<file path="config.mk">
export PLATFORM = sky130hd
export DESIGN_NAME = tsr_ctrl
export DESIGN_NICKNAME = d
export VERILOG_FILES = /design/src/rtl/core/tsr_pkg.sv /design/src/rtl/core/tsr_ctrl.sv
export SDC_FILE = /design/constraint.sdc
export NUM_CORES = 1
export LEC_CHECK = 0
export BUFFER_PORTS_ARGS = -buffer_cell sky130_fd_sc_hd__buf_4
export CORE_AREA = 4 4 41 43
export DETAILED_ROUTE_END_ITERATION = 10
export DIE_AREA = 0 0 45 47
export HOLD_SLACK_MARGIN = 0.1
export PLACE_DENSITY_LB_ADDON = 0.08
export SYNTH_ARGS = -nofsm -noshare
export SYNTH_HDL_FRONTEND = slang
export SYNTH_SLANG_ARGS = --single-unit
</file>
<file path="constraint.sdc">
create_clock -name aclk -period 1 [get_ports aclk]
set_clock_uncertainty 0.15 [all_clocks]
set_input_delay 0.2 -clock aclk [delete_from_list [all_inputs] [get_ports aclk]]
set_output_delay 0.2 -clock aclk [all_outputs]
set_load 0.03 [all_outputs]
</file>
<file path="src/rtl/core/tsr_pkg.sv">
`default_nettype none

package tsr_pkg;

    localparam int SYM_W = 5;

    typedef enum logic [1:0] {
        MODE_MATCH = 2'd0,
        MODE_DROP  = 2'd1,
        MODE_COPY  = 2'd2
    } match_mode_t;

    typedef struct packed {
        logic clear;
        logic accept;
        logic exec;
    } tsr_cmd_t;

    typedef struct packed {
        logic clear_last;
        logic is_match;
        logic out_busy;
    } tsr_status_t;

endpackage

`default_nettype wire

</file>
<file path="src/rtl/core/tsr_ctrl.sv">
`default_nettype none

module tsr_ctrl (
    input  wire logic                 aclk,
    input  wire logic                 aresetn,
    input  wire logic                 s_valid,
    output logic                      s_ready,
    input  wire tsr_pkg::tsr_status_t status,
    output tsr_pkg::tsr_cmd_t         cmd
);
    import tsr_pkg::*;

    typedef enum logic [1:0] {
        ST_CLEAR,
        ST_IDLE,
        ST_EXEC
    } state_t;

    state_t state_reg, state_next;
    logic   ready_reg, ready_next;
    logic   exec_ok;

    // A text item waits in execution until the result register has room.
    assign exec_ok = !(status.is_match && status.out_busy);

    always_comb begin
        state_next = state_reg;
        ready_next = ready_reg;
        unique case (state_reg)
            ST_CLEAR: begin
                if (status.clear_last) begin
                    state_next = ST_IDLE;
                    ready_next = 1'b1;
                end
            end
            ST_IDLE: begin
                if (s_valid) begin
                    state_next = ST_EXEC;
                    ready_next = 1'b0;
                end
            end
            ST_EXEC: begin
                if (exec_ok) begin
                    state_next = ST_IDLE;
                    ready_next = 1'b1;
                end
            end
            default: begin
                state_next = ST_CLEAR;
                ready_next = 1'b0;
            end
        endcase
    end

    always_ff @(posedge aclk) begin
        if (!aresetn) begin
            state_reg <= ST_CLEAR;
            ready_reg <= 1'b0;
        end else begin
            state_reg <= state_next;
            ready_reg <= ready_next;
        end
    end

    assign s_ready    = ready_reg;
    assign cmd.clear  = (state_reg == ST_CLEAR);
    assign cmd.accept = ready_reg && s_valid;
    assign cmd.exec   = (state_reg == ST_EXEC) && exec_ok;

endmodule

`default_nettype wire

</file>
# Word-level counts from Yosys, hierarchy flattened

Cells that the tools add are included.

Equality and inequality tests: 5
Multiplexer cells: 8
Reduce and logical (&&, ||, !) cells: 6

Operator list:

| operator                                      | number |
|---|---|
| two-way mux 2 bit                             | 3 |
| inequality test 2 bit, second input constant  | 3 |
| case mux 2 bit (3 select lines)               | 1 |
| logical AND 1 bit                             | 3 |
| two-way mux 1 bit                             | 3 |
| case mux 1 bit (3 select lines)               | 1 |
| AND reduction 3 bit                           | 1 |
| == test 2 x 1 -> 1 bit, second input constant | 1 |
| == test 2 bit, second input constant          | 1 |
| logical NOT 2 bit                             | 1 |
| logical NOT 1 bit                             | 1 |

Register bits after elaboration: 3
Output and inout port bits: 4
Word-level logic and storage cells: 21

# Depth between registers and ports, before layout

Depth in word-level cells: 3
Mapped depth: 2
Gate-level depth less buffers: 2

# Least setup slack after synthesis

No wires, ideal clock.

Kind: reg2out
From: register state_reg[0]
To: output port cmd[0] (netlist name)
Arrival: 0.952 ns
Required time: 0.650 ns
Setup slack: -0.302 ns
Cell stages (with the launch flop): 3
Cells stage by stage: dfxtp_1 > nand2b_1 > a21oi_1

RTL lines:

| item                   | line           | text |
|---|---|---|
| from (decl)            | tsr_ctrl.sv:19 | `state_t state_reg, state_next;` |
| from (signal assigned) | tsr_ctrl.sv:60 | `state_reg <= state_next;` |
| to (decl)              | tsr_ctrl.sv:9  | `output tsr_pkg::tsr_cmd_t cmd` |

==> metrics <==
GRT Total Usage=0.0718; vias per std cell=3.96; share of the synthesized area in the top cell type=0.338; clock group share of total power=0.423; Unique masters post-synth=14; Initial DRC Count=7; Routed Antenna Nets=0; Sw Share=0.306; Seq pwr share=0.261; cell with the most instances after synthesis=dfxtp_1; PnR worst setup slack=-0.271 ns; P_sw=0.166 mW; Mapped Cells=18; antenna violations before repair=0; Post-synth top cells=dfxtp_1, nand2b_1, nor2_1; WL met3=43 um; Worst Path Required=0.65 ns; Final #Nets=42; Pint=0.376 mW; vias=198; final setup fails=7; CTS root buffer=clkbuf_4; ANT cells=0; Initial Util=0.137; # port buffers=9; ranking of synthesized cells by area=dfxtp_1, o32ai_2, nand2b_1, o31ai_2, and3_4; worst IR drop on VDD=0.515 mV; CTS clock-pin slew for the worst setup and hold paths=0.05 ns; first-pass GRT wire length=931 um; Die Y=47 um; leakage=0.158 nW; Final Wtd Congestion=0.775; kind of critical path=register to primary output; max reg flops=2; fmax=787 MHz; max layer used=met4; CTS Buf Count=3; largest family of logic cells by synthesized area=simple AND/OR/NAND/NOR gates; Logic pwr share=0.316; met2 WL=275 um; DRT Wirelength=557 um; Worst slew margin=0.865; failing checks=negative setup slack; critical path fanouts, max=2; die area=0.00212 mm^2; Maximum Capacitance Violations=0; Yosys top cell by area=dfxtp_1; YS warnings=0; fraction of registers with async set/reset=0; clk buf depth=2; die width=45 um; Critical Path Source Type=register; proportion of synthesized area in mux cells=0; I/O Pins=10; crit path capture type=primary output; RSZ-0062 raised after global routing=yes; status=finished with violations; xor/xnor share of the synthesized area=0; syn_nets=24; Post-DP HPWL=417 um; fin util=0.296; Final Hold Vio Count=0; M1 WL=210 um; total power=0.542 mW; latest clock arrival within the worst-skew pair=0.24 ns; Synth Area per Inst=9.87 um^2; sequential share of the synthesized area=0.338; CP arrival=0.92 ns; Synth Area in Compound Gates=0.275; Final Slew Violations=0; measured slew at the worst slew-check pin=0.202 ns; row count=13; Final Cycle Share=1.27; Avg WL per Cell=11.1 um; Core Footprint=0.00130 mm^2; number of clock sinks=3; simple-gate share of the synthesized area=0.387; Post-Syn Area=178 um^2; Area growth syn-to-layout=117%; largest net degree at the start of global routing=7; CTS tree=built; grt ovf=0; fin crit period=1.27 ns; DRT Pass-1 Iters=2; vias in the first global route=218; DRC=0; adder-cell share of the synthesized area=0; setup TNS=-1.03 ns; number of flops mapped to enable cells by yosys=0; ys flop type=dfxtp_1; PwrDens=1410 mW/mm^2; FF+latch count, synth=3; share of layout cells above drive strength 1=0.771; min-delay worst type=input pin to register; Max H-tree Level=1
## cells in the final DEF, fill, tap and decap left out, drive strengths merged
| cell type | n |
|---|---|
| and2 | 1 |
| nand3b | 1 |
| a21oi | 1 |
| nand4bb | 1 |
| dfxtp | 3 |
| o21a | 1 |
| nor2 | 2 |
| nand2b | 2 |
| nand2 | 1 |
| a21boi | 1 |
| nand4b | 1 |
| clkbuf | 4 |
| o31ai | 1 |
| and3 | 1 |
| o32ai | 1 |
| buf | 13 |
## worst paths after layout
check               startpoint            to  slack [ns]  cells after the start
setup / recovery  state_reg[0]        cmd[0]       -0.27                      3
hold / removal         aresetn  state_reg[1]        0.10                      2
setup reg to reg  state_reg[1]  state_reg[0]       -0.11                      4
hold reg to reg        s_ready       s_ready        0.35                      2
## area by class of cell
cell class                 count  area, um^2
tap                           15        18.8
sequential                     3        66.3
multi-input combinational     15         154
fill                         150         916
timing repair buffer          13         120
clock buffer                   4        26.3
## worst max-delay path, cell delays in order, from the launching register on
cell and delay [ns]:
dfxtp_2 0.31, nand2b_4 0.14, a21oi_4 0.10, buf_6 0.14
## cells by family (layout without fill, tap and decap cells)
| kind of cell | count (synthesis) | count (layout) |
|---|---|---|
| and+or+nand+nor | 10 | 10 |
| AOI/OAI and AO/OA | 5 | 5 |
| DFF | 3 | 3 |
| buffers and inverters | 0 | 17 |
## per-stage QoR
stage | instances | setup slack (ns) | hold WS [ns] | instance area, um^2
2_1_floorplan | 18 | -0.0990 | 0.203 | 195
3_3_place_gp | 45 | -0.107 | 0.349 | 304
3_5_place_dp | 45 | -0.0871 | 0.334 | 304
4_1_cts | 49 | -0.287 | 0.0991 | 373
5_1_grt | 50 | -0.315 | 0.0989 | 385
6_report | 50 | -0.271 | 0.100 | 385
## power by group through the flow
| stage | sequential, mW | clock, mW | combinational (mW) |
|---|---|---|---|
| after floorplan | 0.157 | 0 | 0.0621 |
| after global placement | 0.142 | 0 | 0.144 |
| after detailed placement | 0.142 | 0 | 0.142 |
| after CTS | 0.141 | 0.233 | 0.169 |
| after global routing | 0.144 | 0.259 | 0.180 |
| final | 0.142 | 0.229 | 0.171 |
## metal layers
layer | up-vias | global-route usage
met3 | 2 | 0.0421
met5 | - | 0
met2 | 8 | 0.102
met4 | 0 | 0.105
met1 | 86 | 0.0590
li1 | 102 | -
## repair_timing
| item | CTS | global route |
|---|---|---|
| gates resized for setup | 10 | 2 |
| pin swaps | 2 | 3 |
| setup buffers | 0 | 1 |
| setup endpoints to repair | 6 | 7 |
| endpoints found under the hold margin | 1 | 1 |
Note: power is estimated with default switching activity, not from simulation.
